### src/sv/ebml_spl_pkg.sv
package ebml_spl_pkg;

    typedef enum logic [1:0] {
        PH_ID      = 2'd0,
        PH_SIZE    = 2'd1,
        PH_PAYLOAD = 2'd2,
        PH_ERROR   = 2'd3
    } t_phase;

    localparam int unsigned VAL_W   = 56;
    localparam int unsigned HOLD_N  = 16;
    localparam int unsigned HIDX_W  = $clog2(HOLD_N);
    localparam int unsigned HCNT_W  = HIDX_W + 1;

    localparam logic [VAL_W-1:0] SEGMENT_ID = VAL_W'(32'h0853_8067);
    localparam logic [VAL_W-1:0] CLUSTER_ID = VAL_W'(32'h0F43_B675);
    localparam logic [7:0]       VOID_BYTE  = 8'h80 | 8'h6C;
    localparam logic [7:0]       SIZE_FF    = 8'hFF;

    // number of leading zeros of a vint lead byte (byte known nonzero)
    function automatic logic [2:0] lead_zeros(input logic [7:0] b);
        logic [2:0] n;
        n = 3'd7;
        for (int i = 0; i < 8; i++) begin
            if (b[i]) begin
                n = 3'(7 - i);
            end
        end
        return n;
    endfunction

    // all-ones value for some coded vint length
    function automatic logic size_endless(input logic [VAL_W-1:0] s);
        return s == VAL_W'(64'h7F) || s == VAL_W'(64'h3FFF) ||
               s == VAL_W'(64'h1F_FFFF) || s == VAL_W'(64'h0FFF_FFFF) ||
               s == VAL_W'(64'h7_FFFF_FFFF) || s == VAL_W'(64'h3FF_FFFF_FFFF) ||
               s == VAL_W'(64'h1_FFFF_FFFF_FFFF) || s == {VAL_W{1'b1}};
    endfunction

endpackage

### src/sv/ebml_top_level_element_splitter.sv
// channel   | direction | tdata        | tuser                                   | tlast
// s_axis    | in        | in_byte[7:0] | -                                       | -
// m_axis    | out       | out_byte[7:0]| keep_in_header, element_start, stream_error | last_of_run
//
// one input byte is taken per cycle while no held header is being sent and the output register can take a byte.
// id and size bytes give no request; when the size vint completes, a forwarded held header
// (up to 16 bytes) leaves one byte per free output cycle from the header store; input waits.
// forwarded payload bytes and error reports go out through the output register.
// reset is synchronous, active low; the header store needs no clearing.
// a stalled output holds its request and stops input only when the register is full.
module ebml_top_level_element_splitter
    import ebml_spl_pkg::*;
(
    input  logic       i_clk,
    input  logic       i_rst_n,
    input  logic       i_s_axis_tvalid,
    output logic       o_s_axis_tready,
    input  logic [7:0] i_s_axis_tdata,   // [7:0] in_byte
    output logic       o_m_axis_tvalid,
    input  logic       i_m_axis_tready,
    output logic [7:0] o_m_axis_tdata,   // [7:0] out_byte
    output logic [2:0] o_m_axis_tuser,   // [0] keep_in_header, [1] element_start, [2] stream_error
    output logic       o_m_axis_tlast    // last_of_run
);

    // parser state
    t_phase             r_phase, n_phase;
    logic [7:0]         r_held [HOLD_N];
    logic [HCNT_W-1:0]  r_held_cnt, n_held_cnt;
    logic [2:0]         r_vleft, n_vleft;
    logic [VAL_W-1:0]   r_id, n_id;
    logic [VAL_W-1:0]   r_size, n_size;
    logic [VAL_W-1:0]   r_pay_left, n_pay_left;
    logic               r_fwd, n_fwd;
    logic               r_to_hdr, n_to_hdr;
    logic               r_clusters, n_clusters;
    logic [HIDX_W-1:0]  r_id_len, n_id_len;

    // header send sequencer
    logic               r_emit_busy, n_emit_busy;
    logic [HCNT_W-1:0]  r_emit_idx, n_emit_idx;
    logic [HCNT_W-1:0]  r_emit_n, n_emit_n;
    logic               r_emit_keep, n_emit_keep;
    logic               r_rewrite, n_rewrite;
    logic [6:0]         r_void_len, n_void_len;

    // output register
    logic               r_m_valid, n_m_valid;
    logic [7:0]         r_m_byte, n_m_byte;
    logic               r_m_keep, n_m_keep;
    logic               r_m_start, n_m_start;
    logic               r_m_last, n_m_last;
    logic               r_m_err, n_m_err;

    logic               w_slot_free;
    logic               w_acc;
    logic               w_wr_en;
    logic [HIDX_W-1:0]  w_wr_addr;
    logic [2:0]         w_len;
    logic [7:0]         w_emit_byte;
    logic [HCNT_W-1:0]  w_pos;
    logic               w_endless;
    logic               w_rw;
    logic [7:0]         w_b;

    assign w_b             = i_s_axis_tdata;
    assign w_slot_free     = !r_m_valid || i_m_axis_tready;
    assign o_s_axis_tready = !r_emit_busy && w_slot_free;
    assign w_acc           = i_s_axis_tvalid && o_s_axis_tready;
    assign w_len           = lead_zeros(w_b);

    assign o_m_axis_tvalid = r_m_valid;
    assign o_m_axis_tdata  = r_m_byte;
    assign o_m_axis_tuser  = {r_m_err, r_m_start, r_m_keep};
    assign o_m_axis_tlast  = r_m_last;

    // held byte with the segment size rewrite applied on the way out
    always_comb begin
        w_pos       = {1'b0, r_id_len};
        w_emit_byte = r_held[r_emit_idx[HIDX_W-1:0]];
        if (r_rewrite) begin
            if (r_emit_idx == w_pos) begin
                w_emit_byte = SIZE_FF;
            end else if (r_emit_idx == w_pos + HCNT_W'(1)) begin
                w_emit_byte = VOID_BYTE;
            end else if (r_emit_idx == w_pos + HCNT_W'(2)) begin
                w_emit_byte = {1'b1, r_void_len};
            end
        end
    end

    always_comb begin
        n_phase     = r_phase;
        n_held_cnt  = r_held_cnt;
        n_vleft     = r_vleft;
        n_id        = r_id;
        n_size      = r_size;
        n_pay_left  = r_pay_left;
        n_fwd       = r_fwd;
        n_to_hdr    = r_to_hdr;
        n_clusters  = r_clusters;
        n_id_len    = r_id_len;
        n_emit_busy = r_emit_busy;
        n_emit_idx  = r_emit_idx;
        n_emit_n    = r_emit_n;
        n_emit_keep = r_emit_keep;
        n_rewrite   = r_rewrite;
        n_void_len  = r_void_len;
        n_m_valid   = r_m_valid && !i_m_axis_tready;
        n_m_byte    = r_m_byte;
        n_m_keep    = r_m_keep;
        n_m_start   = r_m_start;
        n_m_last    = r_m_last;
        n_m_err     = r_m_err;
        w_wr_en     = 1'b0;
        w_wr_addr   = r_held_cnt[HIDX_W-1:0];
        w_endless   = 1'b0;
        w_rw        = 1'b0;

        if (r_emit_busy && w_slot_free) begin
            n_m_valid  = 1'b1;
            n_m_byte   = w_emit_byte;
            n_m_keep   = r_emit_keep;
            n_m_start  = (r_emit_idx == '0);
            n_m_last   = (r_emit_idx == r_emit_n - HCNT_W'(1));
            n_m_err    = 1'b0;
            n_emit_idx = r_emit_idx + HCNT_W'(1);
            if (r_emit_idx == r_emit_n - HCNT_W'(1)) begin
                n_emit_busy = 1'b0;
            end
        end

        if (w_acc) begin
            unique case (r_phase)
                PH_ERROR: begin
                    n_m_valid = 1'b1;
                    n_m_byte  = '0;
                    n_m_keep  = 1'b0;
                    n_m_start = 1'b0;
                    n_m_last  = 1'b1;
                    n_m_err   = 1'b1;
                end
                PH_PAYLOAD: begin
                    if (r_fwd) begin
                        n_m_valid = 1'b1;
                        n_m_byte  = w_b;
                        n_m_keep  = r_to_hdr;
                        n_m_start = 1'b0;
                        n_m_last  = 1'b1;
                        n_m_err   = 1'b0;
                    end
                    n_pay_left = r_pay_left - VAL_W'(1);
                    if (n_pay_left == '0) begin
                        n_phase = PH_ID;
                    end
                end
                PH_ID: begin
                    if (r_held_cnt == '0 && w_b == 8'h00) begin
                        n_phase = PH_ERROR;
                    end else begin
                        w_wr_en    = 1'b1;
                        n_held_cnt = r_held_cnt + HCNT_W'(1);
                        if (r_held_cnt == '0) begin
                            n_id    = VAL_W'(w_b & (8'h7F >> w_len));
                            n_vleft = w_len;
                        end else begin
                            n_id    = {r_id[VAL_W-9:0], w_b};
                            n_vleft = r_vleft - 3'd1;
                        end
                        if (n_vleft == '0) begin
                            n_id_len = n_held_cnt[HIDX_W-1:0];
                            n_phase  = PH_SIZE;
                        end
                    end
                end
                PH_SIZE: begin
                    if (r_held_cnt == {1'b0, r_id_len} && w_b == 8'h00) begin
                        n_phase = PH_ERROR;
                    end else begin
                        w_wr_en    = 1'b1;
                        n_held_cnt = r_held_cnt + HCNT_W'(1);
                        if (r_held_cnt == {1'b0, r_id_len}) begin
                            n_size  = VAL_W'(w_b & (8'h7F >> w_len));
                            n_vleft = w_len;
                        end else begin
                            n_size  = {r_size[VAL_W-9:0], w_b};
                            n_vleft = r_vleft - 3'd1;
                        end
                        if (n_vleft == '0) begin
                            w_endless = size_endless(n_size);
                            n_emit_idx  = '0;
                            n_emit_n    = n_held_cnt;
                            n_void_len  = 7'(n_held_cnt) - 7'(r_id_len) - 7'd3;
                            n_rewrite   = 1'b0;
                            if (r_id == SEGMENT_ID) begin
                                w_rw = w_endless && n_size != VAL_W'(64'h7F) &&
                                       n_size != VAL_W'(64'h3FFF);
                                n_rewrite   = w_rw;
                                n_emit_keep = 1'b1;
                                n_emit_busy = !r_clusters;
                                n_held_cnt  = '0;
                                n_phase     = PH_ID;
                            end else if (w_endless) begin
                                n_phase = PH_ERROR;
                            end else begin
                                if (r_id == CLUSTER_ID) begin
                                    n_clusters = 1'b1;
                                    n_fwd      = 1'b1;
                                    n_to_hdr   = 1'b0;
                                end else begin
                                    n_fwd    = !r_clusters;
                                    n_to_hdr = !r_clusters;
                                end
                                n_emit_keep = n_to_hdr;
                                n_emit_busy = n_fwd;
                                n_pay_left  = n_size;
                                n_held_cnt  = '0;
                                n_phase     = (n_size != '0) ? PH_PAYLOAD : PH_ID;
                            end
                        end
                    end
                end
                default: begin
                    n_phase = PH_ERROR;
                end
            endcase

            // entering the error phase reports at once
            if (n_phase == PH_ERROR && r_phase != PH_ERROR) begin
                n_held_cnt = '0;
                n_vleft    = '0;
                n_m_valid  = 1'b1;
                n_m_byte   = '0;
                n_m_keep   = 1'b0;
                n_m_start  = 1'b0;
                n_m_last   = 1'b1;
                n_m_err    = 1'b1;
            end
        end
    end

    always_ff @(posedge i_clk) begin
        if (w_wr_en) begin
            r_held[w_wr_addr] <= w_b;
        end
    end

    always_ff @(posedge i_clk) begin
        r_m_byte   <= n_m_byte;
        r_m_keep   <= n_m_keep;
        r_m_start  <= n_m_start;
        r_m_last   <= n_m_last;
        r_m_err    <= n_m_err;
        r_emit_n   <= n_emit_n;
        r_emit_keep <= n_emit_keep;
        r_void_len <= n_void_len;
    end

    always_ff @(posedge i_clk) begin
        if (!i_rst_n) begin
            r_phase     <= PH_ID;
            r_held_cnt  <= '0;
            r_vleft     <= '0;
            r_id        <= '0;
            r_size      <= '0;
            r_pay_left  <= '0;
            r_fwd       <= 1'b0;
            r_to_hdr    <= 1'b0;
            r_clusters  <= 1'b0;
            r_id_len    <= '0;
            r_emit_busy <= 1'b0;
            r_emit_idx  <= '0;
            r_rewrite   <= 1'b0;
            r_m_valid   <= 1'b0;
        end else begin
            r_phase     <= n_phase;
            r_held_cnt  <= n_held_cnt;
            r_vleft     <= n_vleft;
            r_id        <= n_id;
            r_size      <= n_size;
            r_pay_left  <= n_pay_left;
            r_fwd       <= n_fwd;
            r_to_hdr    <= n_to_hdr;
            r_clusters  <= n_clusters;
            r_id_len    <= n_id_len;
            r_emit_busy <= n_emit_busy;
            r_emit_idx  <= n_emit_idx;
            r_rewrite   <= n_rewrite;
            r_m_valid   <= n_m_valid;
        end
    end

endmodule

### config.mk
export PLATFORM = sky130hd
export DESIGN_NAME = ebml_top_level_element_splitter
export DESIGN_NICKNAME = d
export VERILOG_FILES = /design/src/sv/ebml_spl_pkg.sv /design/src/sv/ebml_top_level_element_splitter.sv
export SDC_FILE = /design/constraint.sdc
export NUM_CORES = 1
export LEC_CHECK = 0
export ABC_AREA = 1
export BUFFER_PORTS_ARGS = -buffer_cell sky130_fd_sc_hd__buf_2
export CAP_MARGIN = 25
export CORE_MARGIN = 2
export CORE_UTILIZATION = 35
export DETAILED_ROUTE_END_ITERATION = 10
export PLACE_DENSITY = 0.59
export SYNTH_ARGS = -nofsm -noshare
export SYNTH_HDL_FRONTEND = slang
export SYNTH_SLANG_ARGS = --single-unit
### constraint.sdc
create_clock -name i_clk -period 4.2 [get_ports i_clk]
set_input_delay 0.84 -clock i_clk [delete_from_list [all_inputs] [get_ports i_clk]]
set_output_delay 0.84 -clock i_clk [all_outputs]
set_load 0.1 [all_outputs]
* Word-level counts from Yosys, hierarchy flattened *
Memory sizes are Yosys's and may differ from the RTL's. A register that Yosys moved wholly into a read port is not among the register bits.
Index checks and enable logic that the tools add are counted.

word-level totals
  input bits = 12
  RAM bits = 128
  memories = 1
  flip-flop bits (word level) = 210

memory list
  memory  words  bits a word  rd ports  clocked after memory_dff  wr ports  line                                   text
  r_held  16     8            1         1                         1         ebml_top_level_element_splitter.sv:28  logic [7:0] r_held [HOLD_N];

cells by class
  bitwise operators = 5
  equal/unequal tests = 29
  reduce and logical (&&, ||, !) cells = 40
  shifts and indexed selects = 1
  add/sub/neg operators = 9
  mux-type cells = 104

operator list
  cell                                                                  number
  56-bit two-way mux                                                    9
  56-bit by 28-bit == test with 1-bit output, second input constant     3
  56-bit one-hot mux with 2 select lines                                1
  8-bit two-way mux                                                     8
  8-bit by 56-bit AND with 56-bit output                                1
  56-bit by 14-bit == test with 1-bit output, second input constant     1
  56-bit by 21-bit == test with 1-bit output, second input constant     1
  56-bit by 35-bit == test with 1-bit output, second input constant     1
  56-bit by 42-bit == test with 1-bit output, second input constant     1
  56-bit by 49-bit == test with 1-bit output, second input constant     1
  56-bit == test, second input constant                                 1
  56-bit by 7-bit == test with 1-bit output, second input constant      1
  56-bit logical NOT                                                    1
  56-bit by 14-bit != test with 1-bit output, second input constant     1
  56-bit by 7-bit != test with 1-bit output, second input constant      1
  56-bit nonzero test                                                   1
  7-bit by 3-bit >> shifter with 56-bit output, first input constant    1
  56-bit by 1-bit subtractor with 56-bit output, second input constant  1
  5-bit two-way mux                                                     11
  3-bit two-way mux                                                     17
  1-bit two-way mux                                                     38
  2-bit two-way mux                                                     9
  8-bit one-hot mux with 2 select lines                                 1
  5-bit == test                                                         3
  33 further kinds                                                      74

* Logic depth before layout (Yosys ltp) *
Gate-level depths: netlist of run 1.

  depth after elaboration = 31
  depth in mapped cells = 27

* Least setup slack after synthesis of run 1 *
No wires, ideal clock.

  kind = in2reg
  from = input i_m_axis_tready
  to = memory r_held[4][0], enable pin
  arrival time = 3314 ps
  required time = 3817 ps
  library setup time = 383 ps
  stages on the path = 11
  path slack = 503 ps
  cells stage by stage = inv_1 -> nand2_1 -> nand2_1 -> inv_1 -> nand2_1 -> inv_1 -> nand3_1 -> clkbuf_1 -> nand2_1 -> clkinv_1 -> nor3_1

between the ends
  word-level cells in the longest chain between the ends = 6

RTL lines
  item                                     line                                    text
  start, declared                          ebml_top_level_element_splitter.sv:20   input logic i_m_axis_tready,
  1-bit logical OR                         ebml_top_level_element_splitter.sv:67   assign w_slot_free = !r_m_valid || i_m_axis_tready;
  1-bit logical AND                        ebml_top_level_element_splitter.sv:68   assign o_s_axis_tready = !r_emit_busy && w_slot_free;
  named net o_s_axis_tready                ebml_top_level_element_splitter.sv:17   output logic o_s_axis_tready,
  1-bit logical AND                        ebml_top_level_element_splitter.sv:69   assign w_acc = i_s_axis_tvalid && o_s_axis_tready;
  1-bit two-way mux                        ebml_top_level_element_splitter.sv:133  if (w_acc) begin
  1-bit two-way mux                        ebml_top_level_element_splitter.sv:243  if (w_wr_en) begin
  1-bit two-way mux (implied by the code)  ebml_top_level_element_splitter.sv:244  r_held[w_wr_addr] <= w_b;
  end, declared                            ebml_top_level_element_splitter.sv:28

The timed path passes the listed nets, and every way through them passes these cells.

* Final worst setup path of run 1 *
  from = register r_pay_left[0]
  to = register r_m_valid, in the netlist o_m_axis_tvalid

between the ends
  word-level cells in the longest chain between the ends = 9

RTL lines
  item                                           line                                    text
  start, declared                                ebml_top_level_element_splitter.sv:33   logic [VAL_W-1:0] r_pay_left, n_pay_left;
  start signal, assigned                         ebml_top_level_element_splitter.sv:281  r_pay_left <= n_pay_left;
  56-bit by 1-bit subtractor with 56-bit output  ebml_top_level_element_splitter.sv:152  n_pay_left = r_pay_left - VAL_W'(1);
  56-bit logical NOT                             ebml_top_level_element_splitter.sv:153  if (n_pay_left == '0) begin
  2-bit two-way mux                              ebml_top_level_element_splitter.sv:153
  2-bit one-hot mux with 3 select lines          ebml_top_level_element_splitter.sv:134  unique case (r_phase)
  2-bit two-way mux                              ebml_top_level_element_splitter.sv:133
  2-bit == test                                  ebml_top_level_element_splitter.sv:229  if (n_phase == PH_ERROR && r_phase != PH_ERROR) begin
  1-bit logical AND                              ebml_top_level_element_splitter.sv:229
  1-bit two-way mux                              ebml_top_level_element_splitter.sv:229
  1-bit two-way mux                              ebml_top_level_element_splitter.sv:133
  end signal, assigned                           ebml_top_level_element_splitter.sv:289  r_m_valid <= n_m_valid;
  end, declared                                  ebml_top_level_element_splitter.sv:48   logic r_m_valid, n_m_valid;

Every way passes these cells. The select of a mux whose other input is x is not followed.
A chain may end at the register's enable or synchronous reset.

==> results of run 1 <==
synthesized netlist by cell type, drive strengths merged:
cell type	count	area, um^2
o211ai	10	75.1
a211o	1	8.76
a211oi	33	248
nor3b	3	22.5
nand3	80	430
ha	17	213
buf	32	230
mux2i	1	10.0
o21a	1	7.51
nand4	34	213
o31ai	3	22.5
o22ai	33	206
dfxtp	197	3940
o21ai	291	1460
a22oi	1	7.51
a22o	7	61.3
a31oi	6	37.5
nand2	376	1420
a221oi	2	17.5
or2	3	18.8
and2	2	12.5
nor2	312	1190
a21boi	1	7.51
nand3b	27	203
a21oi	217	1090
nor4	17	106
nor3	33	181
edfxtp	141	4230
fa	1	20.0
xnor2	27	236
clkinv	2	7.51
xor2	41	359
inv	204	766
or3	1	6.26
clkbuf	84	315
o2111ai	1	8.76
a21o	1	7.51
power by group:
| group | total [mW] | leakage [nW] | internal [mW] | switching [mW] |
|---|---|---|---|---|
| Sequential | 3.88 | 2.88 | 3.68 | 0.201 |
| Clock | 3.31 | 0.595 | 1.92 | 1.40 |
| Combinational | 3.08 | 4.09 | 0.892 | 2.19 |
registers in the layout (all words and copies together) (netlist names), 2 cells and up:
signal          flops
r_id               56
r_vleft             3
r_size             48
r_held_cnt          5
r_held            128
o_m_axis_tdata      8
r_emit_idx          5
r_void_len          7
r_phase             2
r_id_len            4
r_emit_n            5
r_pay_left         56
layout make-up:
cell class | count | share of cell area
Clock inverter | 10 | 0.00754
Timing Repair Buffer | 67 | 0.0251
Clock buffer | 54 | 0.0552
Inverter | 206 | 0.0398
Multi-Input combinational cell | 1583 | 0.408
Tap cell | 664 | 0.0428
Sequential cell | 338 | 0.421
layout by cell type, fill, tap and decap left out, drive strengths merged, types with 27 or more instances in the layout:
cell    count
a211oi     33
a21oi     217
buf        67
clkbuf     54
dfxtp     197
edfxtp    141
inv       208
nand2     376
nand3      80
nand3b     27
nand4      34
nor2      312
nor3       33
o21ai     291
o22ai      33
xnor2      27
xor2       41
worst reg2reg max path, cell delays in order (launching register included):
cell and delay (ns):
dfxtp_1 0.32, inv_1 0.12, ha_1 0.31, nand2_1 0.19, nor2_1 0.34, nand2_1 0.26
nor3_1 0.41, xor2_1 0.15, nor2_1 0.13, nand2_1 0.06, nor2_1 0.11, nand2_1 0.08
nor2_1 0.13, nand2_1 0.14, nand3_1 0.14, nand3_4 0.11, nand3_1 0.15, nand2_1 0.12
o21ai_0 0.16, inv_1 0.05
metrics by stage:
stage               utilization  setup slack [ns]  cells
global placement          0.370             0.679   2857
detailed placement        0.370             0.699   2857
floorplan                     -             0.503   2243
CTS                       0.395             0.674   2921
finish                    0.396             0.631   2922
global route              0.396             0.234   2922
logic make-up after synthesis:
group / count (synthesis)
adder cells (fa/ha/maj): 18
multiplexers: 1
flip-flops: 338
buffers and inverters: 322
AO/OA/AOI/OAI: 608
AND/OR/NAND/NOR: 888
XOR/XNOR: 68
path summary, 6_finish.rpt:
path,startpoint,slack (ns),end,cells after the start
max,r_pay_left[0],0.63,o_m_axis_tvalid,19
min,r_id[49],0.46,r_id[49],2
max reg2reg,r_pay_left[0],0.63,o_m_axis_tvalid,19
min reg2reg,r_id[49],0.46,r_id[49],2
metal layers:
metal  wire length, um  share of wire  GRT usage
met1             22800           0.46      0.261
met2             23300           0.47      0.319
met3              2540          0.051     0.0289
met4              1310          0.026     0.0656
met5                 0              0          0
==> metrics.md, run 1 <==
| Metric | Value |
|---|---|
| Routed len/inst | between 15 and 20 um |
| Vias in the first global route | between 10000 and 15000 |
| Lkg Pwr | about 7.6 nW |
| Gr ovfl total | 0 |
| Worst vdd rail ir drop | about 0.27 mV |
| Nets | ~2300 |
| Largest net degree at the start of global routing | ~100 |
| Fillcell total | 5095 |
| CTS tree | yes |
| Share of layout cells above drive strength 1 | 0.0695 |
| Worst-path clk slew | ~0.060 ns |
| Area delta synth->final | 11.6% |
| Fin crit period | ~3.6 ns |
| Pwr/cell area | 529 nW/um^2 |
| RSZ-0062 raised after global routing | false |
| Mean Syn Cell Area | 7.76 um^2 |
| Mapped Cells | 2243 |
| Fin Clk Skew | between 0.02 and 0.025 ns |
| Compound-Gate Fraction of Synth Area | 0.187 |
| Critical path's top delay family | simple AND/OR/NAND/NOR gates |
| Routed WL | 50000 um |
| Post-CTS Resized | 0 |
| Worst setup path category | register to register |
| CP Cell Sequence | inv_1 > ha_1 > nand2_1 > nor2_1 > nand2_1 > nor3_1 > xor2_1 > nor2_1 > nand2_1 > nor2_1 > nand2_1 > nor2_1 > nand2_1 > nand3_1 > nand3_4 > nand3_1 > nand2_1 > o21ai_0 > inv_1 |
| Number of routed nets with antenna violations | 0 |
| Seq cells post-synth | approximately 340 |
| Multi-input gate area | between 7000 and 8000 um^2 |
| Final Hold Vio Count | 0 |
| Final instance area | roughly 19000 um^2 |
| Clk sinks | approximately 340 |
| I/O Pins | 26 |
| Relative slew slack | 0.351 |
| Max Cap Viol | 0 |
| Tcrit/Tclk final | 0.850 |
| Gr usage total | 0.194 |
| Max Slew Vio Count | 0 |
| CP bufs+invs | 2 |
| Worst-path maximum fanout | 5 |
| Core area | slightly below 50000 um^2 |
| Crit. End Element | register |
| Via count | 15300 |
| Htree depth | 2 |
| TritonCTS buffer count | 38 |
| Post-route DRC | 0 |
| HPWL after detailed placement | roughly 35000 um |
| XOR/XNOR Fraction of Synth Area | 0.0342 |
| Initial core utilization | 0.355 |
| Sequential share of the synthesized area | 0.470 |
| Total power | around 10 mW |
| FP Rows | approximately 80 |
| Top cell by count, worst path | nand2_1 |
| Starting DRT DRC Count | between 1000 and 1500 |
| Mux share of post-synthesis cell area | 0.000575 |
| First-pass GRT wire length | a little under 80000 um |
| Largest family of logic cells by synthesized area | simple AND/OR/NAND/NOR gates |
| Hold_ws | ~0.46 ns |
| Storage element area | 8180 um^2 |
| Final setup viols | 0 |
| Critical Path Start Type | register |
| Simple-gate area share of the yosys netlist | 0.219 |
| CP max-delay cell | nor3_1 |
| Placed cell area | around 18000 um^2 |
| DRT Pass-1 Iters | 8 |
| Syn. warnings | 0 |
| Initial antenna violation count | 0 |
| PortBufs | 25 |
| Worst skew pair latency | 0.56 ns |
| # hold bufs at CTS | 0 |
| Req. time, crit path | around 4.7 ns |
| Root Buffer | clkbuf_16 |
| Setup TNS after final layout | 0 ns |
| Postcts setup bufs | 0 |
| Post-Synth Adder-Cell Area | 0.0134 |
| Synth unique cells | 50 |
| Synth Cell Area | 17400 um^2 |
| WP data arrival | 4.02 ns |
| Clock tree buffer depth | 3 |
| Status | finished, final reports clean |
| Fmax | approximately 0.28 GHz |
| Die W | 227 um |
| Post-synthesis net count | approximately 2300 |
| GPL Wtd Cong | 0.899 |
| Die area | 51500 um^2 |
| Worst slew pin tran | between 0.9 and 1 ns |
| Slowest cell delay on critical path | 0.41 ns |
| Die H | 227 um |
| HP Class | register to register |
| Ant diodes | 0 |
| Via density | ~5.3 |
No activity file was read; power rests on OpenSTA's default activity.
==> inputs of run 2 (changes only) <==
PLACE_DENSITY = 0.61   (was 0.59)
clock period = 2.9 ns   (was 4.2 ns; I/O delays follow)
==> run 2 against run 1 <==
The flow now finishes with violations (negative setup slack); routed wire length increased by 6.1%; flip-flop and latch count is the same; combinational power is 81% higher; worst hold slack worse by 0.099 ns.
==> metrics.md, run 2 (synthesized netlist as in run 1, its figures left out) <==
| Metric | Value |
|---|---|
| FF-to-FF setup slack | -0.06 ns (-0.69 ns) |
| Most frequent cells in the layout | nand2_1, nor2_1, o21ai_0 |
| Max Cap Viol | 0 (unchanged) |
| Root Buffer | clkbuf_16 |
| Routed len/inst | 17.2 um (+0.33%) |
| Gr usage total | 0.204 (+0.0104) |
| # hold bufs at CTS | 0 (unchanged) |
| Area delta synth->final | 23.2% |
| Non-Filler Instances | 3091 (+5.8%) |
| Final instance area | 21400 um^2 (+10%) |
| Post-route DRC | 0 (unchanged) |
| Worst-path maximum fanout | 18 (+13) |
| TritonCTS buffer count | 39 (+2.6%) |
| I/O Pins | 26 (unchanged) |
| Share of layout cells above drive strength 1 | 0.181 (+0.111) |
| HP Class | input port to register |
| HPWL after detailed placement | 36900 um (+6.3%) |
| Status | finished with violations |
| Worst setup path category | register to register |
| Crit. End Element | register |
| Req. time, crit path | 3.38 ns (-1.27 ns) |
| Via count | 16000 (+4.6%) |
| Die W | 227 um (unchanged) |
| Starting DRT DRC Count | 1560 (+22%) |
| Final setup viols | 52 (+52) |
| Hold_ws | 0.363 ns (-0.0995 ns) |
| PortBufs | 25 (unchanged) |
| DRT Pass-1 Iters | 5 (-3) |
| Relative slew slack | 0.378 (+0.0273) |
| Routed WL | 53000 um (+6.1%) |
| FP Rows | 81 (unchanged) |
| Vias in the first global route | 15100 (+6.1%) |
| Gr ovfl total | 0 (unchanged) |
| Final Hold Vio Count | 0 (unchanged) |
| Die area | 51500 um^2 (unchanged) |
| Fmax | 0.338 GHz (+20%) |
| Placed cell area | 19300 um^2 (+6.3%) |
| Total power | 16.0 mW (+56%) |
| Htree depth | 2 (unchanged) |
| Pwr/cell area | 748 nW/um^2 (+41%) |
| Clock tree buffer depth | 3 (unchanged) |
| Core area | 49100 um^2 (unchanged) |
| First-pass GRT wire length | 82800 um (+4.9%) |
| Largest Register | r_held |
| Lkg Pwr | 8.57 nW (+13%) |
| Fin Clk Skew | 0.0164 ns (-0.00489 ns) |
| Initial core utilization | 0.355 (unchanged) |
| Fin worst setup slack | -0.0616 ns (-0.693 ns) |
| Fin crit period | 2.96 ns (-0.607 ns) |
| Placed cells | 2993 (+4.8%) |
| Pre-CTS setup slack | -0.245 ns (-0.945 ns) |
| RSZ-0062 raised after global routing | true |
| Nets | 2426 (+7.2%) |
| WP data arrival | 3.44 ns (-0.58 ns) |
| Worst slew pin tran | 0.933 ns (-0.0409 ns) |
| Initial antenna violation count | 1 (+1) |
| Most common cell after layout, fill and taps aside | nand2_1 |
| Clk sinks | 338 (unchanged) |
| Die H | 227 um (unchanged) |
| CTS tree | yes |
| GPL Wtd Cong | 0.964 (+7.2%) |
| Tcrit/Tclk final | 1.02 (+0.172) |
| Worst vdd rail ir drop | 0.522 mV (+91%) |
| Critical Path Start Type | register |
| Fillcell total | 4858 (-4.7%) |
| Max FFs per register | 128 (unchanged) |
| Violated checks | negative setup slack |
| Worst-path clk slew | 0.06 ns (about the same) |
| Via density | 5.19 (-1.1%) |
| Number of routed nets with antenna violations | 0 (unchanged) |
| Largest net degree at the start of global routing | 123 (+18%) |
| Largest regs | r_held (128), r_id (56), r_pay_left (56) |
| Worst skew pair latency | 0.56 ns (about the same) |
| Max Slew Vio Count | 0 (unchanged) |
run 2: cell count changes in the layout (fill, tap and decap cells not counted), moves of 7 or more:
cell / change
a21oi_2: +15
a21oi_1: -16
buf_12: +10
nand2_4: +10
o21ai_2: +16
nor3_4: +7
nand2_1: -30
nor3_1: -13
o21ai_0: -19
nand2_2: +20
buf_4: +141
nor2_2: +15
nor2_1: -21
run 2: worst max-delay path, stage by stage (launching register included):
cell	delay, ns
dfxtp_2	0.34
ha_4	0.24
nor2_2	0.07
nand2_1	0.06
nor2_2	0.14
nand2_4	0.12
buf_12	0.17
buf_4	0.18
nand2_1	0.14
nand3_1	0.14
nor2_4	0.14
nand3_1	0.08
nand2_1	0.09
nand3_2	0.10
nand3_1	0.10
o21ai_1	0.08
nand2_2	0.17
inv_6	0.09
buf_12	0.14
buf_16	0.15
a21oi_1	0.14
run 2: path summary, 6_finish.rpt:
check / from / endpoint / cells after the start
setup / recovery: r_id_len[0] / r_pay_left[12] / 20
hold / removal: i_s_axis_tdata[1] / r_held[0][1] / 1
setup reg to reg: r_id_len[0] / r_pay_left[12] / 20
hold reg to reg: r_to_hdr / r_to_hdr / 2
run 2: routing by layer:
metal / vias up / global-route usage / routed length (um)
li1: 7951 / - / -
met1: 7601 / 0.273 / 23800
met2: 415 / 0.340 / 25300
met3: 78 / 0.0290 / 2710
met4: 2 / 0.0675 / 1260
met5: - / 0 / 13
run 2: what timing repair did:
action / in CTS / in global routing
setup buffers: 11 / 14
hold endpoints to repair: 0 / 0
endpoints found under the setup margin: 74 / 187
pin swaps: 24 / 27
gates cloned: 5 / 0
gates resized for setup: 64 / 105
run 2: final cells by class:
cell class                      count  area [um^2]  share of cell area
Antenna cell                        1         2.50            0.000117
Clock buffer                       59         1150              0.0538
Clock inverter                     12          109             0.00508
Inverter                          206          786              0.0366
Multi-Input combinational cell   1584         8480               0.395
Sequential cell                   338         8180               0.382
Tap cell                          664          831              0.0387
Timing Repair Buffer              227         1900              0.0888
run 2: metrics by stage:
step | setup TNS (ns) | utilization
after floorplan | 0 | -
after global placement | -3.27 | 0.394
after detailed placement | -7.03 | 0.394
after CTS | -0.270 | 0.429
after global routing | -18.73 | 0.437
final | -1.68 | 0.437
run 2: power by group:
part	switching, mW	internal [mW]	total [mW]
Clock	2.01	2.85	4.86
Sequential	0.297	5.33	5.63
Combinational	3.56	2.00	5.56
==> inputs of run 3 (changes only) <==
GPL_TIMING_DRIVEN = 0   (was default)
SETUP_SLACK_MARGIN = 0.02   (was default)
==> run 3 against run 2 <==
The run still ends with negative setup slack left; critical path depth up 4; clock power up 4.5%; cell area up 2.3%; global-route usage up 2.4 points; power up 3.7%; worst hold slack better by 0.068 ns; worst setup slack worse by 0.31 ns; cell count down 0.26%; combinational power up 6.7%; sequential power about the same; via count up 5.1%; largest cell class unchanged; highest routed layer is now met4.
==> metrics.md, run 3 (synthesized netlist as in run 1, its figures left out) <==
| Metric | Value |
|---|---|
| Share of layout cells above drive strength 1 | 0.181 (+0.000185) |
| Via density | 5.47 (+5.4%) |
| Fmax | 0.306 GHz (-9.4%) |
| Post-route DRC | 0 (unchanged) |
| Non-Filler Instances | 3083 (-0.26%) |
| Final Hold Vio Count | 0 (unchanged) |
| Worst-path clk slew | 0.06 ns (about the same) |
| Largest Register | r_held |
| Die W | 227 um (unchanged) |
| Status | finished with violations |
| Root Buffer | clkbuf_16 |
| Hold wc startpoint | i_s_axis_tdata[4] |
| # hold bufs at CTS | 0 (unchanged) |
| CP max-delay cell | dfxtp_2 |
| Critical Path Start | r_held_cnt[3] |
| Violated checks | negative setup slack |
| Fillcell total | 4812 (-0.95%) |
| Pre-CTS setup slack | -0.926 ns (-0.681 ns) |
| Largest regs | r_held (128), r_id (56), r_pay_left (56) |
| Lkg Pwr | 8.52 nW (-0.58%) |
| Max Cap Viol | 0 (unchanged) |
| Critical Path Start Type | register |
| Die H | 227 um (unchanged) |
| Number of routed nets with antenna violations | 0 (unchanged) |
| GPL Wtd Cong | 0.952 (-1.2%) |
| CTS tree | yes |
| FP Rows | 81 (unchanged) |
| Total power | 16.6 mW (+3.7%) |
| Fin crit period | 3.27 ns (+0.306 ns) |
| DRT Pass-1 Iters | 6 (+1) |
| Nets | 2420 (-0.25%) |
| HPWL after detailed placement | 41700 um (+13%) |
| Htree depth | 2 (unchanged) |
| Setup TNS after final layout | -23.12 ns (-21.44 ns) |
| Final setup viols | 87 (+67%) |
| Final instance area | 21900 um^2 (+2.3%) |
| Critical path's top delay family | simple AND/OR/NAND/NOR gates |
| Initial core utilization | 0.355 (unchanged) |
| Gr ovfl total | 0 (unchanged) |
| Relative slew slack | 0.420 (+0.0422) |
| Die area | 51500 um^2 (unchanged) |
| CP bufs+invs | 8 (+3) |
| Clk sinks | 338 (unchanged) |
| Max FFs per register | 128 (unchanged) |
| Worst-path maximum fanout | 8 (-10) |
| Storage element area | 8190 um^2 (+0.11%) |
| CP Cell Sequence | inv_1 > nand2_1 > nand2_1 > nor2_4 > nand2_8 > buf_8 > nand2_2 > nand4_1 > nor2_2 > buf_4 > buf_4 > buf_4 > buf_4 > buf_4 > nand3_2 > o31ai_1 > nand2_1 > a21o_1 > nand2_1 > nand2_1 > nand2_1 > inv_1 > a21oi_1 > nor3_1 |
| Core area | 49100 um^2 (unchanged) |
| First-pass GRT wire length | 90500 um (+9.3%) |
| Initial antenna violation count | 0 (-1) |
| Tcrit/Tclk final | 1.13 (+0.106) |
| Fin worst setup slack | -0.368 ns (-0.306 ns) |
| Largest net degree at the start of global routing | 25 (-80%) |
| Placed cells | 2934 (-2.0%) |
| WP data arrival | 3.72 ns (+0.28 ns) |
| Routed WL | 60100 um (+13%) |
| Slowest cell delay on critical path | 0.46 ns (+0.12 ns) |
| Worst skew pair latency | 0.59 ns (+0.03 ns) |
| Placed cell area | 18400 um^2 (-4.5%) |
| Clock tree buffer depth | 3 (unchanged) |
| TritonCTS buffer count | 39 (unchanged) |
| Worst slew pin tran | 0.870 ns (-0.0632 ns) |
| RSZ-0062 raised after global routing | true |
| Crit. End Element | register |
| Req. time, crit path | 3.35 ns (-0.03 ns) |
| Worst vdd rail ir drop | 0.404 mV (-23%) |
| Area delta synth->final | 26.0% |
| Most frequent cells in the layout | nand2_1, nor2_1, a21oi_1 |
| Starting DRT DRC Count | 1474 (-5.5%) |
| Via count | 16900 (+5.1%) |
| Most common cell after layout, fill and taps aside | nand2_1 |
| Top cell by count, worst path | nand2_1 |
| Fin Clk Skew | 0.0385 ns (+0.0221 ns) |
| PortBufs | 25 (unchanged) |
| Pwr/cell area | 759 nW/um^2 (+1.4%) |
| Worst setup path category | register to register |
| Max Slew Vio Count | 0 (unchanged) |
| Vias in the first global route | 15900 (+5.3%) |
| Routed len/inst | 19.5 um (+14%) |
| Worst r2r src | r_held_cnt[3] |
| Multi-input gate area | 8980 um^2 (+5.9%) |
| HP Class | input port to register |
| Gr usage total | 0.228 (+0.0236) |
| I/O Pins | 26 (unchanged) |
run 3: path summary, 6_finish.rpt:
check / to / slack [ns] / depth (start not counted)
setup / recovery: r_emit_busy / -0.37 / 24
hold / removal: r_held[10][4] / 0.43 / 1
setup reg to reg: r_emit_busy / -0.37 / 24
hold reg to reg: o_m_axis_tlast / 0.46 / 2
run 3: where the power goes:
group	switching [mW]	total (mW)	internal (mW)
clock network	2.09	5.08	2.99
logic	3.91	5.93	2.01
registers	0.309	5.64	5.33
total	6.31	16.6	10.3
run 3: routing by layer:
metal  wire, um  share of wire  track usage
met5          0              0            0
met4       2630          0.044        0.100
met3       3950          0.066       0.0319
met2      28300           0.47        0.388
met1      25200           0.42        0.288
run 3: through the flow:
stage	util	hold slack (ns)
after floorplan	-	0.420
after global placement	0.375	0.440
after detailed placement	0.376	0.445
after CTS	0.431	0.407
after global routing	0.447	0.422
final	0.447	0.431
run 3: area by class of cell:
type                       count  share of cell area
multi-input combinational   1583               0.409
sequential                   338               0.374
clock buffer                  54              0.0512
timing repair buffer         106              0.0506
tap                          664              0.0379
inverter                     206              0.0364
buffer                       116              0.0323
clock inverter                15             0.00856
antenna                        1            0.000114
run 3: worst register-to-register path, stage by stage (launching register included):
cell	delay, ns
dfxtp_2	0.46
inv_1	0.17
nand2_1	0.11
nand2_1	0.08
nor2_4	0.14
nand2_8	0.13
buf_8	0.19
nand2_2	0.06
nand4_1	0.15
nor2_2	0.19
buf_4	0.13
buf_4	0.09
buf_4	0.09
buf_4	0.09
buf_4	0.10
nand3_2	0.05
o31ai_1	0.08
nand2_1	0.11
a21o_1	0.22
nand2_1	0.09
nand2_1	0.05
nand2_1	0.08
inv_1	0.06
a21oi_1	0.14
nor3_1	0.07
run 3: repair_timing:
item	in CTS	in global routing
endpoints found under the setup margin	310	337
gates resized for setup	225	153
cloned	4	6
pin swaps	49	55
buffers inserted	59	20
endpoints found under the hold margin	0	0
